File: config.mk
export PLATFORM = sky130hd
export DESIGN_NAME = source_comment_stripper
export DESIGN_NICKNAME = d
export VERILOG_FILES = /design/src/rtl/scs_pkg.sv /design/src/rtl/scs_core.sv /design/src/rtl/scs_out_queue.sv /design/src/rtl/source_comment_stripper.sv
export SDC_FILE = /design/constraint.sdc
export NUM_CORES = 1
export LEC_CHECK = 0
export ABC_AREA = 1
export BUFFER_PORTS_ARGS = -buffer_cell sky130_fd_sc_hd__buf_2
export CORE_MARGIN = 5
export CORE_UTILIZATION = 31
export DETAILED_ROUTE_END_ITERATION = 16
export PLACE_DENSITY = 0.56
export SYNTH_ARGS = -nofsm -noshare
export SYNTH_HDL_FRONTEND = slang
export SYNTH_SLANG_ARGS = --single-unit
File: constraint.sdc
create_clock -name clk -period 8.2 [get_ports clk]
set_clock_uncertainty 0.05 [all_clocks]
set_input_delay 1.23 -clock clk [delete_from_list [all_inputs] [get_ports clk]]
set_output_delay 1.23 -clock clk [all_outputs]
set_load 0.03 [all_outputs]
File: src/rtl/scs_pkg.sv
`default_nettype none

package scs_pkg;

	localparam logic [7:0] CH_DQUOTE = 8'h22;
	localparam logic [7:0] CH_SQUOTE = 8'h27;
	localparam logic [7:0] CH_BSLASH = 8'h5C;
	localparam logic [7:0] CH_SLASH  = 8'h2F;
	localparam logic [7:0] CH_STAR   = 8'h2A;
	localparam logic [7:0] CH_NL     = 8'h0A;
	localparam logic [7:0] CH_NUL    = 8'h00;

	localparam int OQ_DEPTH = 4;
	localparam int OQ_PTR_W = $clog2(OQ_DEPTH);
	localparam int OQ_CNT_W = $clog2(OQ_DEPTH + 1);

	typedef struct packed {
		logic str_lit;
		logic chr_lit;
		logic line_cmt;
		logic block_cmt;
	} mode_t;

	typedef struct packed {
		mode_t mode;
		logic  emit;
		logic  swallow;
	} decision_t;

	typedef struct packed {
		logic [7:0] out_byte;
		logic       byte_valid;
		logic       text_done;
		logic       run_last;
	} result_t;

	typedef struct packed {
		logic [1:0] num;
		result_t    first;
		result_t    second;
	} push_t;

	function automatic decision_t decide(
		input logic [7:0] c,
		input logic [7:0] n,
		input logic       after_bs,
		input mode_t      m
	);
		decision_t d;
		logic      cmt;
		d.mode    = m;
		d.emit    = 1'b0;
		d.swallow = 1'b0;
		cmt       = m.line_cmt | m.block_cmt;
		if (c == CH_DQUOTE && !m.chr_lit && !cmt) begin
			if (!after_bs)
				d.mode.str_lit = ~m.str_lit;
			d.emit = 1'b1;
		end else if (c == CH_SQUOTE && !m.str_lit && !cmt) begin
			if (!after_bs)
				d.mode.chr_lit = ~m.chr_lit;
			d.emit = 1'b1;
		end else if (m.str_lit || m.chr_lit) begin
			d.emit = 1'b1;
		end else if (c == CH_SLASH && n == CH_SLASH && !m.block_cmt) begin
			d.mode.line_cmt = 1'b1;
			d.swallow       = 1'b1;
		end else if (c == CH_SLASH && n == CH_STAR && !m.line_cmt) begin
			d.mode.block_cmt = 1'b1;
			d.swallow        = 1'b1;
		end else if (c == CH_STAR && n == CH_SLASH && m.block_cmt) begin
			d.mode.block_cmt = 1'b0;
			d.swallow        = 1'b1;
		end else if (c == CH_NL) begin
			d.mode.line_cmt = 1'b0;
			d.emit          = 1'b1;
		end else begin
			d.emit = ~cmt;
		end
		return d;
	endfunction

endpackage

`default_nettype wire

File: src/rtl/scs_core.sv
`default_nettype none

module scs_core (
	input  wire logic           clk,
	input  wire logic           arst_n,
	input  wire logic           advance,
	input  wire logic [7:0]     text_byte,
	input  wire logic           end_of_text,
	output scs_pkg::push_t      push
);

	logic [7:0]         held_byte_q;
	logic               held_valid_q;
	logic               held_after_bs_q;
	logic               prev_bs_q;
	scs_pkg::mode_t     mode_q;

	scs_pkg::decision_t d1;
	scs_pkg::decision_t d2;
	logic               e1;
	logic               e2;
	scs_pkg::mode_t     mode_a;
	logic [7:0]         held_a;
	logic               hv_a;
	logic               hab_a;
	scs_pkg::result_t   r_first;
	scs_pkg::result_t   r_second;
	logic [1:0]         num;

	always_comb begin
		d1     = scs_pkg::decide(held_byte_q, text_byte, held_after_bs_q, mode_q);
		e1     = held_valid_q & d1.emit;
		mode_a = held_valid_q ? d1.mode : mode_q;
		if (held_valid_q && d1.swallow) begin
			hv_a   = 1'b0;
			held_a = held_byte_q;
			hab_a  = held_after_bs_q;
		end else begin
			hv_a   = 1'b1;
			held_a = text_byte;
			hab_a  = prev_bs_q;
		end
		// end of text: decide the remaining held byte against a zero lookahead
		d2 = scs_pkg::decide(held_a, scs_pkg::CH_NUL, hab_a, mode_a);
		e2 = end_of_text & hv_a & d2.emit;

		r_first  = '{out_byte: held_byte_q, byte_valid: 1'b1, text_done: 1'b0,
			run_last: 1'b1};
		r_second = '{out_byte: held_a, byte_valid: 1'b1, text_done: 1'b1,
			run_last: 1'b1};
		num      = {1'b0, e1};
		if (end_of_text) begin
			if (e1 && e2) begin
				r_first.run_last = 1'b0;
				num              = 2'd2;
			end else if (e1) begin
				r_first.text_done = 1'b1;
				num               = 2'd1;
			end else if (e2) begin
				r_first = r_second;
				num     = 2'd1;
			end else begin
				r_first = '{out_byte: scs_pkg::CH_NUL, byte_valid: 1'b0,
					text_done: 1'b1, run_last: 1'b1};
				num     = 2'd1;
			end
		end

		push.num    = advance ? num : 2'd0;
		push.first  = r_first;
		push.second = r_second;
	end

	always_ff @(posedge clk or negedge arst_n) begin
		if (!arst_n) begin
			held_byte_q     <= '0;
			held_valid_q    <= 1'b0;
			held_after_bs_q <= 1'b0;
			prev_bs_q       <= 1'b0;
			mode_q          <= '0;
		end else if (advance) begin
			if (end_of_text) begin
				held_byte_q     <= '0;
				held_valid_q    <= 1'b0;
				held_after_bs_q <= 1'b0;
				prev_bs_q       <= 1'b0;
				mode_q          <= '0;
			end else begin
				held_byte_q     <= held_a;
				held_valid_q    <= hv_a;
				held_after_bs_q <= hab_a;
				prev_bs_q       <= (text_byte == scs_pkg::CH_BSLASH);
				mode_q          <= mode_a;
			end
		end
	end

endmodule

`default_nettype wire

File: src/rtl/scs_out_queue.sv
`default_nettype none

module scs_out_queue (
	input  wire logic          clk,
	input  wire logic          arst_n,
	input  wire scs_pkg::push_t push,
	output logic               room,
	output logic               result_valid,
	input  wire logic          result_stall,
	output scs_pkg::result_t   head
);

	scs_pkg::result_t                 entry_q [scs_pkg::OQ_DEPTH];
	logic [scs_pkg::OQ_PTR_W-1:0]     wr_ptr_q;
	logic [scs_pkg::OQ_PTR_W-1:0]     rd_ptr_q;
	logic [scs_pkg::OQ_CNT_W-1:0]     count_q;
	logic                             pop;

	assign result_valid = (count_q != '0);
	assign pop          = result_valid & ~result_stall;
	assign head         = entry_q[rd_ptr_q];
	// space for the two results an item may cause
	assign room = (count_q <= scs_pkg::OQ_CNT_W'(scs_pkg::OQ_DEPTH - 2));

	always_ff @(posedge clk) begin
		if (push.num != 2'd0)
			entry_q[wr_ptr_q] <= push.first;
		if (push.num == 2'd2)
			entry_q[wr_ptr_q + scs_pkg::OQ_PTR_W'(1)] <= push.second;
	end

	always_ff @(posedge clk or negedge arst_n) begin
		if (!arst_n) begin
			wr_ptr_q <= '0;
			rd_ptr_q <= '0;
			count_q  <= '0;
		end else begin
			wr_ptr_q <= wr_ptr_q + scs_pkg::OQ_PTR_W'(push.num);
			if (pop)
				rd_ptr_q <= rd_ptr_q + scs_pkg::OQ_PTR_W'(1);
			count_q <= count_q + scs_pkg::OQ_CNT_W'(push.num)
				- scs_pkg::OQ_CNT_W'(pop);
		end
	end

endmodule

`default_nettype wire

File: src/rtl/source_comment_stripper.sv
`default_nettype none

// Strips line and block comments from a byte stream while passing string and
// character literals through. One byte is accepted per cycle while text_stall
// is low; bytes pass an input register, then decision logic into a four-entry
// result queue. Each byte causes zero or one result, and an end-of-text byte
// one or two, so the sustained rate is one byte per cycle while result_stall
// is low, set by the one-result-per-cycle output port. Each byte is decided
// when the next one arrives, so a kept byte appears one transaction late; the
// end-of-text transaction flushes it, marks text_done and clears all state.

module source_comment_stripper (
	input  wire logic       clk,
	input  wire logic       arst_n,
	input  wire logic       text_valid,
	output logic            text_stall,
	input  wire logic [7:0] text_byte,
	input  wire logic       end_of_text,
	output logic            result_valid,
	input  wire logic       result_stall,
	output logic [7:0]      out_byte,
	output logic            byte_valid,
	output logic            text_done,
	output logic            run_last
);

	logic               s1_valid_q;
	logic [7:0]         text_byte_s1;
	logic               end_of_text_s1;
	logic               room;
	logic               advance;
	scs_pkg::push_t     push;
	scs_pkg::result_t   head;

	assign advance    = s1_valid_q & room;
	assign text_stall = s1_valid_q & ~room;

	always_ff @(posedge clk or negedge arst_n) begin
		if (!arst_n)
			s1_valid_q <= 1'b0;
		else if (!text_stall)
			s1_valid_q <= text_valid;
	end

	always_ff @(posedge clk) begin
		if (text_valid && !text_stall) begin
			text_byte_s1   <= text_byte;
			end_of_text_s1 <= end_of_text;
		end
	end

	scs_core u_core (
		.clk         (clk),
		.arst_n      (arst_n),
		.advance     (advance),
		.text_byte   (text_byte_s1),
		.end_of_text (end_of_text_s1),
		.push        (push)
	);

	scs_out_queue u_out_queue (
		.clk          (clk),
		.arst_n       (arst_n),
		.push         (push),
		.room         (room),
		.result_valid (result_valid),
		.result_stall (result_stall),
		.head         (head)
	);

	assign out_byte   = head.out_byte;
	assign byte_valid = head.byte_valid;
	assign text_done  = head.text_done;
	assign run_last   = head.run_last;

endmodule

`default_nettype wire
Word-level counts from Yosys, hierarchy flattened
Memories as Yosys holds them, arrays and structs flattened.
Index checks and enable logic that the tools add are counted.
W data, S select, Z words.

word-level totals
  flip-flop bits (word level) = 32
  bits in writable memories = 44
  input port bits = 13
  output and inout port bits = 13
  word-level logic and storage cells = 132
  memories kept = 1

cells by class
  add/subtract/negate cells = 5
  magnitude comparators = 1
  eq/ne operators = 13
  multiplexer cells = 53
  bitwise logic cells = 14
  reduce and logical (&&, ||, !) cells = 31

memories
  memory               depth  width  rd ports  clocked after memory_dff  write ports  line                 RTL
  u_out_queue.entry_q  4      11     1         0                         2            scs_out_queue.sv:13  scs_pkg::result_t entry_q [scs_pkg::OQ_DEPTH];

operator list
  cell                   number
  $eq A8 B6 Y1 const B   8
  $mux W1                38
  $mux W11               2
  $logic_and A1 B1 Y1    17
  $eq A8 B4 Y1 const B   2
  $mux W8                2
  $mux W2                6
  $mux W10               1
  $logic_not A1 Y1       9
  $mux W9                1
  $eq A8 B7 Y1 const B   1
  $mux W4                2
  $and A1 B1 Y1          6
  $not A1 Y1             6
  $add A2 B1 Y2 const B  2
  $add A3 B2 Y3          1
  $le A3 B2 Y1 const B   1
  $mux W3                1
  $reduce_bool A3 Y1     1
  $sub A3 B1 Y3          1
  $add A2 B2 Y2          1
  $eq A2 B2 Y1 const B   1
  $logic_or A1 B1 Y1     2
  $ne A2 B2 Y1 const B   1
  other kinds (3)        4

Longest topological paths before layout
  depth in word-level cells = 24
  depth in mapped cells = 19
  mapped depth without buffers = 19

Modules after synthesis
Synthesis repeated with hierarchy kept, for this count alone.

second synthesis, totals
  cells, all modules = 580
  area total of the unflattened synthesis = 4,415.5 um^2

by module, submodules not included
  module                   instances  cells each  area an instance (um^2)  seq. area each (um^2)
  scs_out_queue            1          351         2,780.2                  1,496.4
  scs_core                 1          211         1,300.0                  375.4
  source_comment_stripper  1          18          335.3                    295.3

Worst setup path after synthesis
Ideal clock, no wire load.

  path kind = register -> register
  start = reg text_byte_s1[6]
  end = reg u_out_queue.count_q[2] in the netlist's numbering
  library setup time = 0.129 ns
  data arrival time = 2.641 ns
  required time = 8.021 ns
  setup slack = 5.380 ns
  stages on the path, launching flop included = 18
  buffers on the path = 1
  period minus slack after synthesis = 2.820 ns
  cells stage by stage = edfxtp_1 -> buf_2 -> nor2_2 -> nand2_2 -> nor2_4 -> nand3_2 -> nand3_2 -> nand2_2 -> nand2_1 -> nand2_1 -> nor2_1 -> nand3_1 -> nand2_2 -> nand4_4 -> ha_1 -> fa_1 -> xnor2_1 -> xor2_1

on the way
  longest elaborated chain between the ends = 23
  elaborated cells on any way between the ends = 55
  classes of those cells = add/sub (2); eq/ne (5); mux (30); bitwise (5); reduce/logical (13)

ends and longest elaborated chain
  item                                line                           RTL
  start: declaration                  source_comment_stripper.sv:28  logic [7:0] text_byte_s1;
  start signal: assignment            source_comment_stripper.sv:47  text_byte_s1 <= text_byte;
  $eq A8 B6 Y1                        scs_pkg.sv:65, scs_pkg.sv:71
  $logic_and A1 B1 Y1 (2 in a row)    scs_pkg.sv:71                  end else if (c == CH_STAR && n == CH_SLASH && m.block_cmt) begin
  $mux W1                             scs_pkg.sv:71
  $mux W1                             scs_pkg.sv:68                  end else if (c == CH_SLASH && n == CH_STAR && !m.line_cmt) begin
  $mux W1 or $mux W2 (tied branches)  scs_pkg.sv:65                  end else if (c == CH_SLASH && n == CH_SLASH && !m.block_cmt) begin
  $mux W1 or $mux W2 (tied branches)  scs_pkg.sv:63                  end else if (m.str_lit || m.chr_lit) begin
  $mux W1 or $mux W2 (tied branches)  scs_pkg.sv:59                  end else if (c == CH_SQUOTE && !m.str_lit && !cmt) begin
  $mux W1 or $mux W3 (tied branches)  scs_pkg.sv:55                  if (c == CH_DQUOTE && !m.chr_lit && !cmt) begin
  [... 6 more ...]                    n/a
  $mux W1                             scs_pkg.sv:55
  $and A1 B1 Y1                       scs_core.sv:45                 e2 = end_of_text & hv_a & d2.emit;
  $logic_and A1 B1 Y1                 scs_core.sv:53                 if (e1 && e2) begin
  $mux W2                             scs_core.sv:53
  $mux W2 *                           scs_core.sv:52                 if (end_of_text) begin
  $mux W2 *                           scs_core.sv:69                 push.num = advance ? num : 2'd0;
  $add A3 B2 Y3 *                     scs_out_queue.sv:41            count_q <= count_q + scs_pkg::OQ_CNT_W'(push.num)
  $sub A3 B1 Y3 *                     scs_out_queue.sv:42            - scs_pkg::OQ_CNT_W'(pop);
  end signal: assignment              scs_out_queue.sv:41
  end: declaration                    scs_out_queue.sv:16            logic [scs_pkg::OQ_CNT_W-1:0] count_q;

Every way passes the cells marked *; elsewhere a longest branch is shown, timed or not.
A chain may end at the register's enable or synchronous reset.

Final worst setup path
  start = reg u_out_queue.rd_ptr_q[0] in the netlist's numbering
  end = out byte_valid

on the way
  longest elaborated chain between the ends = 1

ends and longest elaborated chain
  item                      line                           RTL
  start: declaration        scs_out_queue.sv:15            logic [scs_pkg::OQ_PTR_W-1:0] rd_ptr_q;
  start signal: assignment  scs_out_queue.sv:40            rd_ptr_q <= rd_ptr_q + scs_pkg::OQ_PTR_W'(1);
  $mem_v2 Z4 W11            n/a
  end: declaration          source_comment_stripper.sv:22  output logic byte_valid,

Every way passes these cells.

==> flow_metrics.py <==
metrics = {
    "synthesis": {
        "synth_cells": 458,
        "synth_most_common_cell": "nand2_1",
        "seq_area_frac_synth": 0.5174,
        "synthDominantCellAreaShare": 0.3112,
        "synth-adder-area-share": 0.01139,
        "synth_top_family_by_area": "simple AND/OR/NAND/NOR gates",
        "yosysWarnings": 0,
        "synth_edf_count": 41,
        "synthTopCellsByArea": "edfxtp_1 (31%), dfrtp_1 (15%), nand2_1 (11%)",
        "synth_compound_area_frac": 0.1509,
        "async_flop_share": 0.3026,
        "synth_cell_types": 37,
        "synth-seq-cells": 76,
        "avgSynthCellArea_sq_um": 8.638,
        "synthFlopType": "edfxtp_1",
        "synth-simple-area-share": 0.2476,
        "ys_top_cells_by_count": "nand2_1 (111), edfxtp_1 (41), nor2_1 (41)",
        "syn-cell-area_sq_um": 3956,
        "muxShareOfSynthArea": 0,
        "synth_nets": 474,
        "synth_xor_area_frac": 0.01107,
        "yosysTopAreaCell": "edfxtp_1",
    },
    "global_route": {
        "grt.total_usage": 0.1411,
        "grt_pass1_wl_um": 16420,
        "antenna_found_initial": 0,
        "gr-total-overflow": 0,
        "grt_pass1_vias": 3205,
        "grt_max_degree": 25,
    },
    "critical_path": {
        "crit_slowest_cell": "dfrtp_1",
        "critPathMaxFanout": 24,
        "timing.rr.start": "u_core.held_byte_q[4]$_DFFE_PN0P_",
        "required_ps": 6920,
        "start_kind": "flip-flop",
        "path_cells": "inv_1, a21oi_1, o21ai_0, o21ai_0, buf_2",
        "crit_arrival_ps": 2210,
        "critPathCaptureType": "primary output",
        "reg2reg_slack_ps": 5080,
        "r2r_cells": 16,
        "rr_endpoint": "u_out_queue.count_q[2]$_DFF_PN0_",
        "cpMostUsedCell": "o21ai_0",
        "critical_path_class": "flip-flop to primary output",
        "slowest_delay_ps": 750,
    },
    "clocking": {
        "cts_sinks": 76,
        "clk_pin_slew_ps": 60,
        "clock_latency_ps": 350,
        "cts_buffers": 9,
        "cts-root-buf": "clkbuf_16",
        "clockBufferDepth": 2,
        "hold_buffers": 0,
        "cts_tree": "done",
        "h-tree-depth": 3,
        "postCtsSetupBuffers": 0,
        "ctsResizeCount": 0,
    },
    "layout": {
        "final.fill_count": 1281,
        "fin_cells": 661,
        "drive_above_1_share": 0.1677,
        "area_growth_pct": 15.78,
        "num-nets-final": 500,
        "antenna_cells": 0,
    },
    "timing": {
        "setup_tns_ps": 0,
        "setup_viol": 0,
        "tightest_slew_ps": 838.0,
        "rsz0062_at_grt": "no",
        "finalCritPeriodShare": 0.4257,
        "slew_headroom": 0.4407,
        "slew_violations": 0,
        "fin_hold_ws_ps": 426.4,
        "fmax_mhz": 286.5,
        "timing.final.crit_period_ps": 3491,
        "hold_viol": 0,
    },
    "drt": {
        "firstDrtPassIters": 5,
        "drt-initial-drc-count": 303,
        "routed_wl_um": 9975,
        "drc_errors": 0,
        "via_count": 3201,
        "final_antenna_net_count": 0,
        "viasPerCell": 4.843,
        "wl_per_cell_um": 15.09,
    },
    "floorplanning": {
        "dieArea_sq_um": 15120,
        "die_x_um": 123.0,
        "core_sq_um": 12570,
        "boundaryPins": 26,
        "rows": 41,
        "start_util": 0.3148,
        "die_h_um": 123.0,
    },
    "min_path": {
        "min_to": "u_out_queue.entry_q[3][2]$_SDFFE_PP1P_",
        "min-delay-start": "u_out_queue.entry_q[3][2]$_SDFFE_PP1P_",
        "hp-class": "flip-flop to flip-flop",
        "holdPathStages": 2,
    },
    "placed_design": {
        "dp_hpwl_um": 7549,
        "place_inst": 645,
        "gp_congestion": 0.8762,
        "port_buffers": 25,
    },
    "flow_run": {
        "max-cap-violations": 0,
    },
    "power": {
        "power_density_nw_per_um2": 397.2,
        "leakage_nw": 1.974,
        "irDropWorstVdd_mv": 0.1827,
    },
    "run_status": {
        "outcome": "finished clean",
    },
}
==> metal layers <==
metal	wire [um]	part of all wire	track usage
met4	254	0.025	0.05882
met5	0	0	0
met2	4479	0.45	0.2269
met1	4659	0.47	0.1808
met3	581	0.058	0.03660
==> cell families after synthesis <==
kind of cell | count (synthesis)
flip-flops | 76
adder cells (fa/ha/maj) | 3
buffers and inverters | 60
XOR/XNOR | 5
AND/OR/NAND/NOR | 215
AO/OA/AOI/OAI | 99
==> per-stage QoR <==
step	cell area [sq um]	setup WS [ps]	power, mW	util
floorplan	3956	5380	1.187	-
global placement	4249	5152	1.377	0.3381
detailed placement	4249	5087	1.394	0.3381
CTS	4581	4713	1.831	0.3645
global route	4581	4460	1.947	0.3645
finish	4581	4709	1.820	0.3645
==> final cells by class <==
| class | instances | area (sq um) | share of cell area |
|---|---|---|---|
| sequential | 76 | 2047 | 0.4469 |
| inverter | 49 | 188.9 | 0.04125 |
| tap | 172 | 215.2 | 0.04698 |
| clock buffer | 12 | 279.0 | 0.06091 |
| clock inverter | 4 | 52.55 | 0.01147 |
| multi-input combinational | 322 | 1665 | 0.3636 |
| timing repair buffer | 26 | 132.6 | 0.02895 |
==> layout by cell type (no fill, tap or decap), drive strengths merged, types with 2 or more instances in the layout <==
| cell type | netlist | final |
|---|---|---|
| nand2 | 121 | 121 |
| o21ai | 56 | 56 |
| inv | 48 | 49 |
| nor2 | 48 | 48 |
| edfxtp | 41 | 41 |
| nand3 | 37 | 37 |
| o22ai | 27 | 27 |
| buf | 4 | 26 |
| dfrtp | 23 | 23 |
| dfxtp | 12 | 12 |
| clkbuf | 7 | 12 |
| o211ai | 8 | 8 |
| a21oi | 7 | 7 |
| xor2 | 4 | 4 |
| nand4 | 4 | 4 |
| nor3 | 3 | 3 |
| clkinv | 1 | 3 |
| ha | 2 | 2 |
==> power breakdown <==
group | internal (mW) | total (mW) | switching, mW
Combinational | 0.222 | 0.761 | 0.539
Sequential | 0.533 | 0.627 | 0.0943
Clock | 0.274 | 0.432 | 0.158
==> critical path, delay by kind of cell, from the launching register on <==
family | cells | cell delay [ps]
AOI/OAI and AO/OA | 3 | 420
DFF | 1 | 750
buffers and inverters | 2 | 690
==> worst max path at each step <==
stage                                        start                          endpoint  slack [ps]  cells after the start
6_report       u_out_queue.rd_ptr_q[0]$_DFFE_PN0P_                        byte_valid        4710                      5
5_1_grt        u_out_queue.rd_ptr_q[0]$_DFFE_PN0P_                        byte_valid        4460                      5
4_1_cts        u_out_queue.rd_ptr_q[0]$_DFFE_PN0P_                        byte_valid        4710                      5
3_5_place_dp   u_out_queue.rd_ptr_q[0]$_DFFE_PN0P_                        byte_valid        5090                      5
3_3_place_gp             text_byte_s1[4]$_DFFE_PP_  u_out_queue.count_q[2]$_DFF_PN0_        5150                     15
2_1_floorplan            text_byte_s1[6]$_DFFE_PP_  u_out_queue.count_q[2]$_DFF_PN0_        5380                     17
==> registers in the layout, summed over array words and instances (netlist names), 2 cells and up <==
signal and cells:
u_out_queue.rd_ptr_q 2, u_out_queue.wr_ptr_q 2, u_core.mode_q 4, u_out_queue.entry_q 44, u_core.held_byte_q 8, u_out_queue.count_q 3
text_byte_s1 8
(Power assumes the default switching activity.)
